===== config.mk =====
export PLATFORM = sky130hd
export DESIGN_NAME = hsv_color_window_classifier_unit
export DESIGN_NICKNAME = d
export VERILOG_FILES = /design/src/hdl/hsvc_pkg.sv /design/src/hdl/hsvc_cell.sv /design/src/hdl/hsvc_regs.sv /design/src/hdl/hsv_color_window_classifier_unit.sv
export SDC_FILE = /design/constraint.sdc
export NUM_CORES = 2
export LEC_CHECK = 0
export BUFFER_PORTS_ARGS = -buffer_cell sky130_fd_sc_hd__buf_2
export CORE_UTILIZATION = 50
export CTS_BUF_LIST = sky130_fd_sc_hd__clkbuf_2 sky130_fd_sc_hd__clkbuf_4 sky130_fd_sc_hd__clkbuf_8
export DETAILED_ROUTE_END_ITERATION = 6
export PLACE_DENSITY = 0.72
export SLEW_MARGIN = 40
export SYNTH_ARGS = -nofsm -noshare
export SYNTH_HDL_FRONTEND = slang
export SYNTH_SLANG_ARGS = --single-unit

===== constraint.sdc =====
create_clock -name clk -period 7.8 [get_ports clk]
set_input_delay 2.34 -clock clk [delete_from_list [all_inputs] [get_ports clk]]
set_output_delay 2.34 -clock clk [all_outputs]
set_load 0.05 [all_outputs]

===== src/hdl/hsvc_pkg.sv =====
// shared types and constants for the hsv color window classifier
package hsvc_pkg;

	localparam int MAX_WIDTH_DEF  = 1024;
	localparam int MAX_HEIGHT_DEF = 1024;
	localparam int HUE_W   = 15;
	localparam int SV_W    = 13;
	localparam int QBITS   = 13;
	localparam int NUM_W   = 22;
	localparam int DEN_W   = 8;
	localparam int HUE_FULL = 23040;
	localparam int ADDR_W  = 5;

	typedef enum logic [2:0] {
		REG_HUE_LOW_A  = 3'd0,
		REG_HUE_HIGH_A = 3'd1,
		REG_HUE_LOW_B  = 3'd2,
		REG_HUE_HIGH_B = 3'd3,
		REG_SAT_LOW    = 3'd4,
		REG_SAT_HIGH   = 3'd5,
		REG_VAL_LOW    = 3'd6,
		REG_VAL_HIGH   = 3'd7
	} reg_idx_t;

	typedef struct packed {
		logic [14:0] hue_low_a;
		logic [14:0] hue_high_a;
		logic [14:0] hue_low_b;
		logic [14:0] hue_high_b;
		logic [12:0] sat_low;
		logic [12:0] sat_high;
		logic [12:0] val_low;
		logic [12:0] val_high;
	} win_cfg_t;

	// one divider slot carried between cells
	typedef struct packed {
		logic             valid;
		logic [NUM_W-1:0] hrem;
		logic [QBITS-1:0] hq;
		logic [NUM_W-1:0] srem;
		logic [QBITS-1:0] sq;
		logic [DEN_W-1:0] hden;
		logic [DEN_W-1:0] sden;
		logic             neg;
		logic             grey;
		logic [1:0]       sector;
		logic [12:0]      val;
		logic             in_map;
		logic [9:0]       row;
		logic [9:0]       col;
	} slot_t;

endpackage


===== src/hdl/hsvc_cell.sv =====
// one restoring division step for both hue and saturation quotients
module hsvc_cell #(
	parameter int STEP = 0
) (
	input  logic            clk,
	input  logic            arst_n,
	input  logic            advance,
	input  hsvc_pkg::slot_t din,
	output hsvc_pkg::slot_t dout_q
);
	localparam int SH = hsvc_pkg::QBITS - 1 - STEP;

	logic [hsvc_pkg::NUM_W-1:0] htrial, strial;
	logic                       hge, sge;
	hsvc_pkg::slot_t            nxt;

	always_comb begin
		htrial = hsvc_pkg::NUM_W'(din.hden) << SH;
		strial = hsvc_pkg::NUM_W'(din.sden) << SH;
		hge = din.hrem >= htrial;
		sge = din.srem >= strial;
		nxt = din;
		nxt.hrem = hge ? din.hrem - htrial : din.hrem;
		nxt.srem = sge ? din.srem - strial : din.srem;
		nxt.hq[SH] = hge;
		nxt.sq[SH] = sge;
	end

	always_ff @(posedge clk or negedge arst_n) begin
		if (!arst_n) begin
			dout_q <= '0;
		end else if (advance) begin
			dout_q <= nxt;
		end
	end
endmodule


===== src/hdl/hsvc_regs.sv =====
// apb register file holding the hue, saturation and value windows
module hsvc_regs (
	input  logic                         clk,
	input  logic                         arst_n,
	input  logic                         psel,
	input  logic                         penable,
	input  logic                         pwrite,
	input  logic [hsvc_pkg::ADDR_W-1:0]  paddr,
	input  logic [31:0]                  pwdata,
	output logic [31:0]                  prdata,
	output logic                         pready,
	output hsvc_pkg::win_cfg_t           cfg_q
);
	logic               wr;
	hsvc_pkg::reg_idx_t idx;

	assign pready = 1'b1;
	assign wr  = psel && penable && pwrite;
	assign idx = hsvc_pkg::reg_idx_t'(paddr[4:2]);

	always_ff @(posedge clk or negedge arst_n) begin
		if (!arst_n) begin
			cfg_q.hue_low_a  <= 15'd0;
			cfg_q.hue_high_a <= 15'd1280;
			cfg_q.hue_low_b  <= 15'd21760;
			cfg_q.hue_high_b <= 15'd23039;
			cfg_q.sat_low    <= 13'd1920;
			cfg_q.sat_high   <= 13'd6400;
			cfg_q.val_low    <= 13'd1280;
			cfg_q.val_high   <= 13'd6400;
		end else if (wr) begin
			unique case (idx)
				hsvc_pkg::REG_HUE_LOW_A:  cfg_q.hue_low_a  <= pwdata[14:0];
				hsvc_pkg::REG_HUE_HIGH_A: cfg_q.hue_high_a <= pwdata[14:0];
				hsvc_pkg::REG_HUE_LOW_B:  cfg_q.hue_low_b  <= pwdata[14:0];
				hsvc_pkg::REG_HUE_HIGH_B: cfg_q.hue_high_b <= pwdata[14:0];
				hsvc_pkg::REG_SAT_LOW:    cfg_q.sat_low    <= pwdata[12:0];
				hsvc_pkg::REG_SAT_HIGH:   cfg_q.sat_high   <= pwdata[12:0];
				hsvc_pkg::REG_VAL_LOW:    cfg_q.val_low    <= pwdata[12:0];
				hsvc_pkg::REG_VAL_HIGH:   cfg_q.val_high   <= pwdata[12:0];
				default: ;
			endcase
		end
	end

	always_comb begin
		prdata = 32'd0;
		unique case (idx)
			hsvc_pkg::REG_HUE_LOW_A:  prdata = {17'd0, cfg_q.hue_low_a};
			hsvc_pkg::REG_HUE_HIGH_A: prdata = {17'd0, cfg_q.hue_high_a};
			hsvc_pkg::REG_HUE_LOW_B:  prdata = {17'd0, cfg_q.hue_low_b};
			hsvc_pkg::REG_HUE_HIGH_B: prdata = {17'd0, cfg_q.hue_high_b};
			hsvc_pkg::REG_SAT_LOW:    prdata = {19'd0, cfg_q.sat_low};
			hsvc_pkg::REG_SAT_HIGH:   prdata = {19'd0, cfg_q.sat_high};
			hsvc_pkg::REG_VAL_LOW:    prdata = {19'd0, cfg_q.val_low};
			hsvc_pkg::REG_VAL_HIGH:   prdata = {19'd0, cfg_q.val_high};
			default: prdata = 32'd0;
		endcase
		if (paddr[1:0] != 2'b00) prdata = 32'd0;
	end
endmodule


===== src/hdl/hsv_color_window_classifier_unit.sv =====
// top level of the hsv color window classifier
// Accepts one pixel request per clock unless the output stalls, and returns
// one result per request through one register after min/max and numerators, a
// chain of 13 division cells (one quotient bit each, hue and saturation side by
// side), and the output register, which also takes the sign fix-up and window
// compares. The whole chain advances together; stall on the output holds it.
// Window registers sit behind an APB port at byte addresses 4*i and should be
// written while idle.
module hsv_color_window_classifier_unit #(
	parameter int MAX_WIDTH  = hsvc_pkg::MAX_WIDTH_DEF,
	parameter int MAX_HEIGHT = hsvc_pkg::MAX_HEIGHT_DEF
) (
	input  logic        clk,
	input  logic        arst_n,
	input  logic        psel,
	input  logic        penable,
	input  logic        pwrite,
	input  logic [4:0]  paddr,
	input  logic [31:0] pwdata,
	output logic [31:0] prdata,
	output logic        pready,
	input  logic        in_valid,
	output logic        in_stall,
	input  logic [7:0]  red,
	input  logic [7:0]  green,
	input  logic [7:0]  blue,
	input  logic [9:0]  column,
	input  logic [9:0]  row,
	output logic        out_valid,
	input  logic        out_stall,
	output logic        is_target,
	output logic [14:0] hue,
	output logic [12:0] saturation,
	output logic [12:0] brightness,
	output logic [9:0]  mask_row,
	output logic [6:0]  mask_byte,
	output logic [7:0]  mask_bit
);
	localparam int N = hsvc_pkg::QBITS;

	hsvc_pkg::win_cfg_t cfg;
	hsvc_pkg::slot_t    chain [0:N];
	hsvc_pkg::slot_t    head;
	logic               advance;

	hsvc_regs u_regs (
		.clk(clk), .arst_n(arst_n), .psel(psel), .penable(penable), .pwrite(pwrite),
		.paddr(paddr), .pwdata(pwdata), .prdata(prdata), .pready(pready), .cfg_q(cfg)
	);

	assign advance  = !(out_valid && out_stall);
	assign in_stall = !advance;

	logic [7:0]  mx, mn, d, pa, pb;
	logic        nega;
	logic [1:0]  sec;
	always_comb begin
		mx = (red > green) ? red : green;
		if (blue > mx) mx = blue;
		mn = (red < green) ? red : green;
		if (blue < mn) mn = blue;
		d = mx - mn;
		if (mx == red) begin
			pa = green; pb = blue; sec = 2'd0;
		end else if (mx == green) begin
			pa = blue; pb = red; sec = 2'd1;
		end else begin
			pa = red; pb = green; sec = 2'd2;
		end
		nega = pa < pb;
		head.valid  = in_valid;
		head.hrem   = hsvc_pkg::NUM_W'((nega ? (pb - pa) : (pa - pb))) * 22'd3840;
		head.hq     = '0;
		head.srem   = hsvc_pkg::NUM_W'(d) * 22'd6400;
		head.sq     = '0;
		// grey pixels divide zero by one
		head.hden   = (d == 8'd0) ? 8'd1 : d;
		head.sden   = (d == 8'd0) ? 8'd1 : mx;
		head.neg    = nega;
		head.grey   = (d == 8'd0);
		head.sector = sec;
		head.val    = 13'(mx) * 13'd25;
		head.in_map = (32'(column) < MAX_WIDTH) && (32'(row) < MAX_HEIGHT);
		head.row    = row;
		head.col    = column;
	end

	always_ff @(posedge clk or negedge arst_n) begin
		if (!arst_n) begin
			chain[0] <= '0;
		end else if (advance) begin
			chain[0] <= head;
		end
	end

	genvar k;
	generate
		for (k = 0; k < N; k++) begin : g_cell
			hsvc_cell #(.STEP(k)) u_cell (
				.clk(clk), .arst_n(arst_n), .advance(advance),
				.din(chain[k]), .dout_q(chain[k+1])
			);
		end
	endgenerate

	hsvc_pkg::slot_t t;
	logic [15:0] base, hv;
	logic [14:0] h;
	logic        hit;
	always_comb begin
		t = chain[N];
		unique case (t.sector)
			2'd1:    base = 16'd7680;
			2'd2:    base = 16'd15360;
			default: base = 16'd0;
		endcase
		if (t.neg) begin
			hv = base - 16'(t.hq) - ((t.hrem != '0) ? 16'd1 : 16'd0);
			if (hv[15]) hv = hv + 16'(hsvc_pkg::HUE_FULL);
		end else begin
			hv = base + 16'(t.hq);
		end
		h = t.grey ? 15'd0 : hv[14:0];
		hit = ((h >= cfg.hue_low_a && h <= cfg.hue_high_a) ||
		       (h >= cfg.hue_low_b && h <= cfg.hue_high_b)) &&
		      (t.sq >= cfg.sat_low && t.sq <= cfg.sat_high) &&
		      (t.val >= cfg.val_low && t.val <= cfg.val_high) && t.in_map;
	end

	always_ff @(posedge clk or negedge arst_n) begin
		if (!arst_n) begin
			out_valid <= 1'b0;
		end else if (advance) begin
			out_valid <= t.valid;
		end
	end

	always_ff @(posedge clk) begin
		if (advance) begin
			is_target  <= hit;
			hue        <= h;
			saturation <= t.grey ? 13'd0 : t.sq;
			brightness <= t.val;
			mask_row   <= t.row;
			mask_byte  <= t.col[9:3];
			mask_bit   <= 8'h80 >> t.col[2:0];
		end
	end
endmodule

# --- Yosys cells after proc, flatten, opt, wreduce, memory -nomap -nowiden ---
# Cells that the tools add are included.
word_totals:
  ff_bits: 1693
  out_inout_bits: 102
classes:
  n_addsub: 32
  n_mul: 3
  magnitude_cmp: 39
  eq_ne: 11
  n_shift: 1
  n_mux: 45
  n_reduce_logical: 23
op_table:
  columns: ["op", "n"]
  rows:
  - ["22-bit 2-to-1 mux", 26]
  - ["32-bit case mux with 8 select lines", 1]
  - ["8-bit 2-to-1 mux", 10]
  - ["15-bit 2-to-1 mux", 3]
  - ["22-bit by 10-bit >= comparator with 1-bit output", 2]
  - ["22-bit by 11-bit >= comparator with 1-bit output", 2]
  - ["22-bit by 12-bit >= comparator with 1-bit output", 2]
  - ["22-bit by 13-bit >= comparator with 1-bit output", 2]
  - ["22-bit by 14-bit >= comparator with 1-bit output", 2]
  - ["22-bit by 15-bit >= comparator with 1-bit output", 2]
  - ["22-bit by 16-bit >= comparator with 1-bit output", 2]
  - ["22-bit by 17-bit >= comparator with 1-bit output", 2]
  - ["22-bit by 18-bit >= comparator with 1-bit output", 2]
  - ["22-bit by 19-bit >= comparator with 1-bit output", 2]
  - ["22-bit by 8-bit >= comparator with 1-bit output", 2]
  - ["22-bit by 9-bit >= comparator with 1-bit output", 2]
  - ["22-bit by 10-bit subtractor with 22-bit output", 2]
  - ["22-bit by 11-bit subtractor with 22-bit output", 2]
  - ["22-bit by 12-bit subtractor with 22-bit output", 2]
  - ["22-bit by 13-bit subtractor with 22-bit output", 2]
  - ["22-bit by 14-bit subtractor with 22-bit output", 2]
  - ["22-bit by 15-bit subtractor with 22-bit output", 2]
  - ["22-bit by 16-bit subtractor with 22-bit output", 2]
  - ["22-bit by 17-bit subtractor with 22-bit output", 2]
  - ["other kinds (40)", 74]

# --- Logic depth before layout (Yosys ltp) ---
logic_depth:
  depth_word: 14
  ltp_mapped: 47
  depth_no_buf: 40

# --- Hierarchy ---
# From an unflattened synthesis, not the netlist that was laid out.
unflattened:
  hier_cells: 8409
  area_unflattened_um2: 96993.0
by_module_without_submodules:
  columns: ["module", "instances", "cells_each", "area_per_inst_um2"]
  rows:
  - ["hsv_color_window_classifier_unit", 1, 1502, 13995.9]
  - ["hsvc_cell at g_cell[11].u_cell", 1, 556, 6252.2]
  - ["hsvc_cell at g_cell[10].u_cell", 1, 547, 6165.9]
  - ["hsvc_cell at g_cell[9].u_cell", 1, 524, 6110.9]
  - ["hsvc_cell at g_cell[12].u_cell", 1, 543, 6103.4]
  - ["hsvc_cell at g_cell[7].u_cell", 1, 508, 6027.0]
  - ["hsvc_cell at g_cell[8].u_cell", 1, 503, 6014.5]
  - ["hsvc_cell at g_cell[6].u_cell", 1, 503, 5978.2]
  - ["hsvc_cell at g_cell[1].u_cell", 1, 468, 5935.7]
  - ["hsvc_cell at g_cell[3].u_cell", 1, 468, 5915.7]
  - ["hsvc_cell at g_cell[5].u_cell", 1, 475, 5845.6]
  - ["hsvc_cell at g_cell[2].u_cell", 1, 452, 5833.1]
  - ["hsvc_cell at g_cell[4].u_cell", 1, 492, 5833.1]
  - ["hsvc_cell at g_cell[0].u_cell", 1, 437, 5635.4]
  - ["hsvc_regs", 1, 431, 5346.4]

# --- Worst setup path before layout ---
# No wires, ideal clock.
synth_timing:
  path_kind: "input -> register"
  startpoint: "input green[5]"
  endpoint: "register chain[1746] (netlist name)"
  t_arrival_ps: 11924
  required_ps: 7667
  setup_slack_ps: -4257
  path_stages: 44
  n_path_buf: 5
  cell_sequence: "clkbuf_1 inv_1 ha_1 a21oi_1 o21ai_0 o21ai_0 nand2_1 buf_2 nor2_1 a21oi_1 ha_1 nand4_1 nor2_1 a211o_1 and2_1 a31oi_1 xor2_1 nor4_1 [... 8 more ...] nor2_1 o32ai_2 mux2i_1 xnor2_1 inv_1 fa_1 fa_1 inv_1 ha_1 a21o_1 a21oi_1 nand2b_1 a21boi_0 o41ai_1 or4b_2 o211ai_1 xor2_1 o21ai_0"
synth_via:
  elab_chain_cells: 10
synth_lines:
  columns: ["element", "line_no", "text"]
  rows:
  - ["start: declaration", "hsv_color_window_classifier_unit.sv:25", "input logic [7:0] green,"]
  - ["8-bit > comparator", "hsv_color_window_classifier_unit.sv:58", "mx = (red > green) ? red : green;"]
  - ["8-bit 2-to-1 mux", "hsv_color_window_classifier_unit.sv:58", null]
  - ["8-bit > comparator", "hsv_color_window_classifier_unit.sv:59", "if (blue > mx) mx = blue;"]
  - ["8-bit 2-to-1 mux", "hsv_color_window_classifier_unit.sv:59", null]
  - ["8-bit == test", "hsv_color_window_classifier_unit.sv:65", "end else if (mx == green) begin"]
  - ["8-bit 2-to-1 mux", "hsv_color_window_classifier_unit.sv:65", null]
  - ["8-bit 2-to-1 mux", "hsv_color_window_classifier_unit.sv:63", "if (mx == red) begin"]
  - ["8-bit by 8-bit subtractor with 9-bit output / 8-bit less-than comparator (equally long branches)", "hsv_color_window_classifier_unit.sv:72, hsv_color_window_classifier_unit.sv:70", null]
  - ["22-bit 2-to-1 mux (*)", "hsv_color_window_classifier_unit.sv:72", "head.hrem = hsvc_pkg::NUM_W'((nega ? (pb - pa) : (pa - pb))) * 22'd3840;"]
  - ["22-bit by 4-bit multiplier with 14-bit output (*)", "hsv_color_window_classifier_unit.sv:72", null]
  - ["end: declaration", "hsv_color_window_classifier_unit.sv:42", "hsvc_pkg::slot_t chain [0:N];"]
# Every way passes the cells marked *; elsewhere a longest branch is shown, timed or not.
# A chain may end at the register's enable or synchronous reset.

# --- Worst setup path in the final report ---
layout_timing:
  startpoint: "input green[1]"
  endpoint: "register chain[1746] (netlist name)"
# The elaborated chain is that of the path after synthesis.

==> impl_metrics.json <==
{
  "run_status": "complete, but fails checks",
  "violations": "design-rule violations, negative setup slack",
  "clk_latency_ns": 1.00,
  "avgSynthCellArea_sq_um": 8.762,
  "synth_area_sq_um": 80880,
  "peakVddDrop_mv": 0.7089,
  "grt_usage": 0.2226,
  "worst_path_max_delay_cell": "fa_1",
  "critPathBufInv": 12,
  "cpLargestDelayFamily": "compound AO/OA/AOI/OAI gates",
  "grt_first_pass_wirelength_um": 306100,
  "layout.cells.non_filler": 11920,
  "final-hold-violation-count": 0,
  "grt_pass1_vias": 62630,
  "grt_max_degree": 219,
  "dp_cells": 11380,
  "setup_viol_count_final": 13,
  "initialDrtViolationCount": 4507,
  "multiInputGateArea_sq_um": 38770,
  "antenna_found_initial": 2,
  "synth_cells": 9230,
  "rsz0062_at_grt": "yes",
  "grtUsageMet3": 0.03079,
  "nets": 10170,
  "timing.final.ws_setup_ns": -2.231,
  "clockBufferDepth": 4,
  "io_pins": 190,
  "regArea_sq_um": 39340,
  "synth_top_area_frac": 0.4517,
  "rr_startpoint": "g_cell[12].u_cell.dout_q[102]",
  "start_util": 0.5037,
  "async_flop_share": 0.9570,
  "max_slew.worst_pin.slew_ns": 0.8835,
  "placementRows": 147,
  "slew_headroom": 0.4110,
  "cts_tree": "yes",
  "nFillCells": 14220,
  "worstHoldStart": "g_cell[2].u_cell.dout_q[11]",
  "final_layout_size_suffix_gt1_frac": 0.1288,
  "synth_area_leader_cell": "dfrtp_1",
  "cts_max_level": 5,
  "finalHoldWorstSlack_ns": 0.4168,
  "powerDensity_nw_per_um2": 521.7,
  "synth-seq-area-share": 0.4864,
  "vias": 62710,
  "drc": 2,
  "drtAntennaViolNets": 0,
  "cp_max_fo": 10,
  "grt.overflow.total": 0,
  "slew_violations": 0,
  "numPortBuffers": 154,
  "drt_wl_total_um": 180500,
  "path_common_cell": "buf_4",
  "synth_area_leaders": "dfrtp_1 45%, nand2_1 13%, ha_1 7.2%",
  "start_kind": "input port",
  "post_dp_cell_area_sq_um": 85400,
  "cts_buffers": 286,
  "synth_edf_count": 67,
  "crit_path_max_incr_delay_ns": 0.55,
  "reg2regPathDepth": 24,
  "ys_seq_elements": 1557,
  "fp.dieW_um": 404.2,
  "final_util": 0.5770,
  "hp-class": "reg2reg",
  "criticalPathCategory": "in2reg",
  "place_congestion": 0.8745,
  "whs_path_depth": 2,
  "cts_root_buffer": "clkbuf_8",
  "worst_r2r_endpoint": "is_target",
  "skew_ns": 0.08511,
  "period_needed_ns": 10.03,
  "tns_ns": -17.33,
  "yosys_warnings": 0,
  "grt-busiest-layer": "met2",
  "cts_sinks": 1557,
  "grt.met2_usage": 0.3767,
  "clk_pin_slew_worst_paths_ns": 0.06,
  "synth_cell_type_count": 92,
  "synth-main-ff-cell": "dfrtp_1",
  "fmax_mhz": 99.69,
  "die_h_um": 404.2,
  "viasPerCell": 5.261,
  "hold_end": "g_cell[3].u_cell.dout_q[11]",
  "p_leak_nw": 44.30,
  "max_cap_viol_count": 0,
  "core_sq_um": 160600,
  "die-area_sq_um": 163400,
  "critPathCaptureType": "flop",
  "wl_per_cell_um": 15.15,
  "dr.pass1.iters": 7,
  "period_share": 1.286,
  "dp_hpwl_um": 122600,
  "r2r_slack_ns": 1.13,
  "syn2layout_area_growth_pct": 14.55,
  "critPathArrivalTime_ns": 10.85,
  "cp.required_ns": 8.62,
  "met1_usage": 0.2936,
  "stdcell_area_sq_um": 92640
}
## area by class of cell
type | count | area share
repair buffers | 484 | 0.04158
multi-input cells | 6678 | 0.4185
diodes | 2 | 0.00005402
inverters | 561 | 0.02297
well taps | 2160 | 0.02917
clock buffers | 443 | 0.05947
clock inverters | 34 | 0.003620
flip-flops and latches | 1557 | 0.4246
## cells in the final DEF (no fill, tap or decap), types with 85 or more instances in the layout
cell      count
dfrtp_1    1459
nand2_1    2815
clkbuf_8    349
inv_1       549
o21ai_0     668
nor2_1      555
nor2b_1     109
a21oi_1     375
clkbuf_4     95
nor3_1      107
xnor2_1     142
mux2i_1      97
buf_2       144
buf_4       275
ha_1        436
a31oi_1      85
## what timing repair did
action / in CTS / in global routing
endpoints found under the setup margin: 16 / 18
buffers inserted: 28 / 22
gates resized for setup: 66 / 90
cloned: 2 / 0
pin swaps: 35 / 88
hold buffers: 0 / 0
## sequential cells by signal, summed over array words and instances (netlist names)
register              cells
u_regs.cfg_q            112
saturation               13
brightness               13
mask_row                 10
out_valid                 1
hue                      15
g_cell.u_cell.dout_q   1295
mask_bit                  8
mask_byte                 7
is_target                 1
chain                    82
## routing by layer
layer	vias up	routed length [um]
met5	-	0
met2	1127	87470
met4	0	4904
li1	31320	-
met1	29880	81700
met3	388	6477
## cell families (layout without fill, tap and decap cells)
logic type / count (synthesis) / in the layout / synth area share
and+or+nand+nor: 4085 / 4086 / 0.2112
xor gates and xnor gates: 235 / 235 / 0.02545
muxes: 169 / 169 / 0.02288
DFF: 1557 / 1557 / 0.4864
AOI/OAI and AO/OA: 1653 / 1653 / 0.1209
other: 2 / 20 / 0.00009286
buffers and inverters: 1012 / 1522 / 0.04834
adders and majority gates: 517 / 517 / 0.08472
## tightest hold or removal path: stages, from the launching register on
cell and delay [ns]:
dfrtp_1 0.34, nand2_1 0.05, nand2_1 0.05
## cells in the mapped netlist, drive strengths merged, types with 13 or more instances
master   count
nand2     2821
dfrtp     1460
o21ai      687
nor2       572
inv        561
ha         466
clkbuf     398
a21oi      397
xnor2      150
nor3       114
nor2b      112
mux2i      105
a31oi       87
xor2        85
a21boi      82
nand3       74
o21a        71
or3         71
edfxtp      67
nor4        66
a21o        58
mux2        57
nand4       54
buf         53
fa          51
o31a        46
nand2b      40
or4         33
a211oi      31
o211ai      31
dfstp       30
or2         29
o31ai       28
o22ai       22
and3        19
a2111oi     17
nand4b      16
o21bai      15
and2        13
nor3b       13
## per-stage QoR
step / power [mW] / setup WS (ns)
after floorplan: 32.03 / -3.169
after global placement: 38.04 / -3.691
after detailed placement: 39.03 / -3.661
after CTS: 47.85 / -2.008
after global routing: 52.83 / -2.560
final: 48.33 / -2.231
## where the power goes
group / internal [mW] / total [mW] / switching (mW)
combinational: 11.6 / 25.7 / 14.1
sequential: 12.1 / 14.6 / 2.57
clock: 4.66 / 7.97 / 3.32
total: 28.3 / 48.3 / 20.0
## how the worst max path moves through the flow
stage,startpoint,end,slack [ns],depth (start not counted)
floorplan,green[1],chain[1746],-3.17,44
global placement,green[7],chain[1746],-3.69,40
detailed placement,green[7],chain[1746],-3.66,40
CTS,green[5],chain[1746],-2.01,44
global route,green[7],chain[1746],-2.56,45
finish,green[1],chain[1746],-2.23,44
Power figures use the tool's default switching activity.
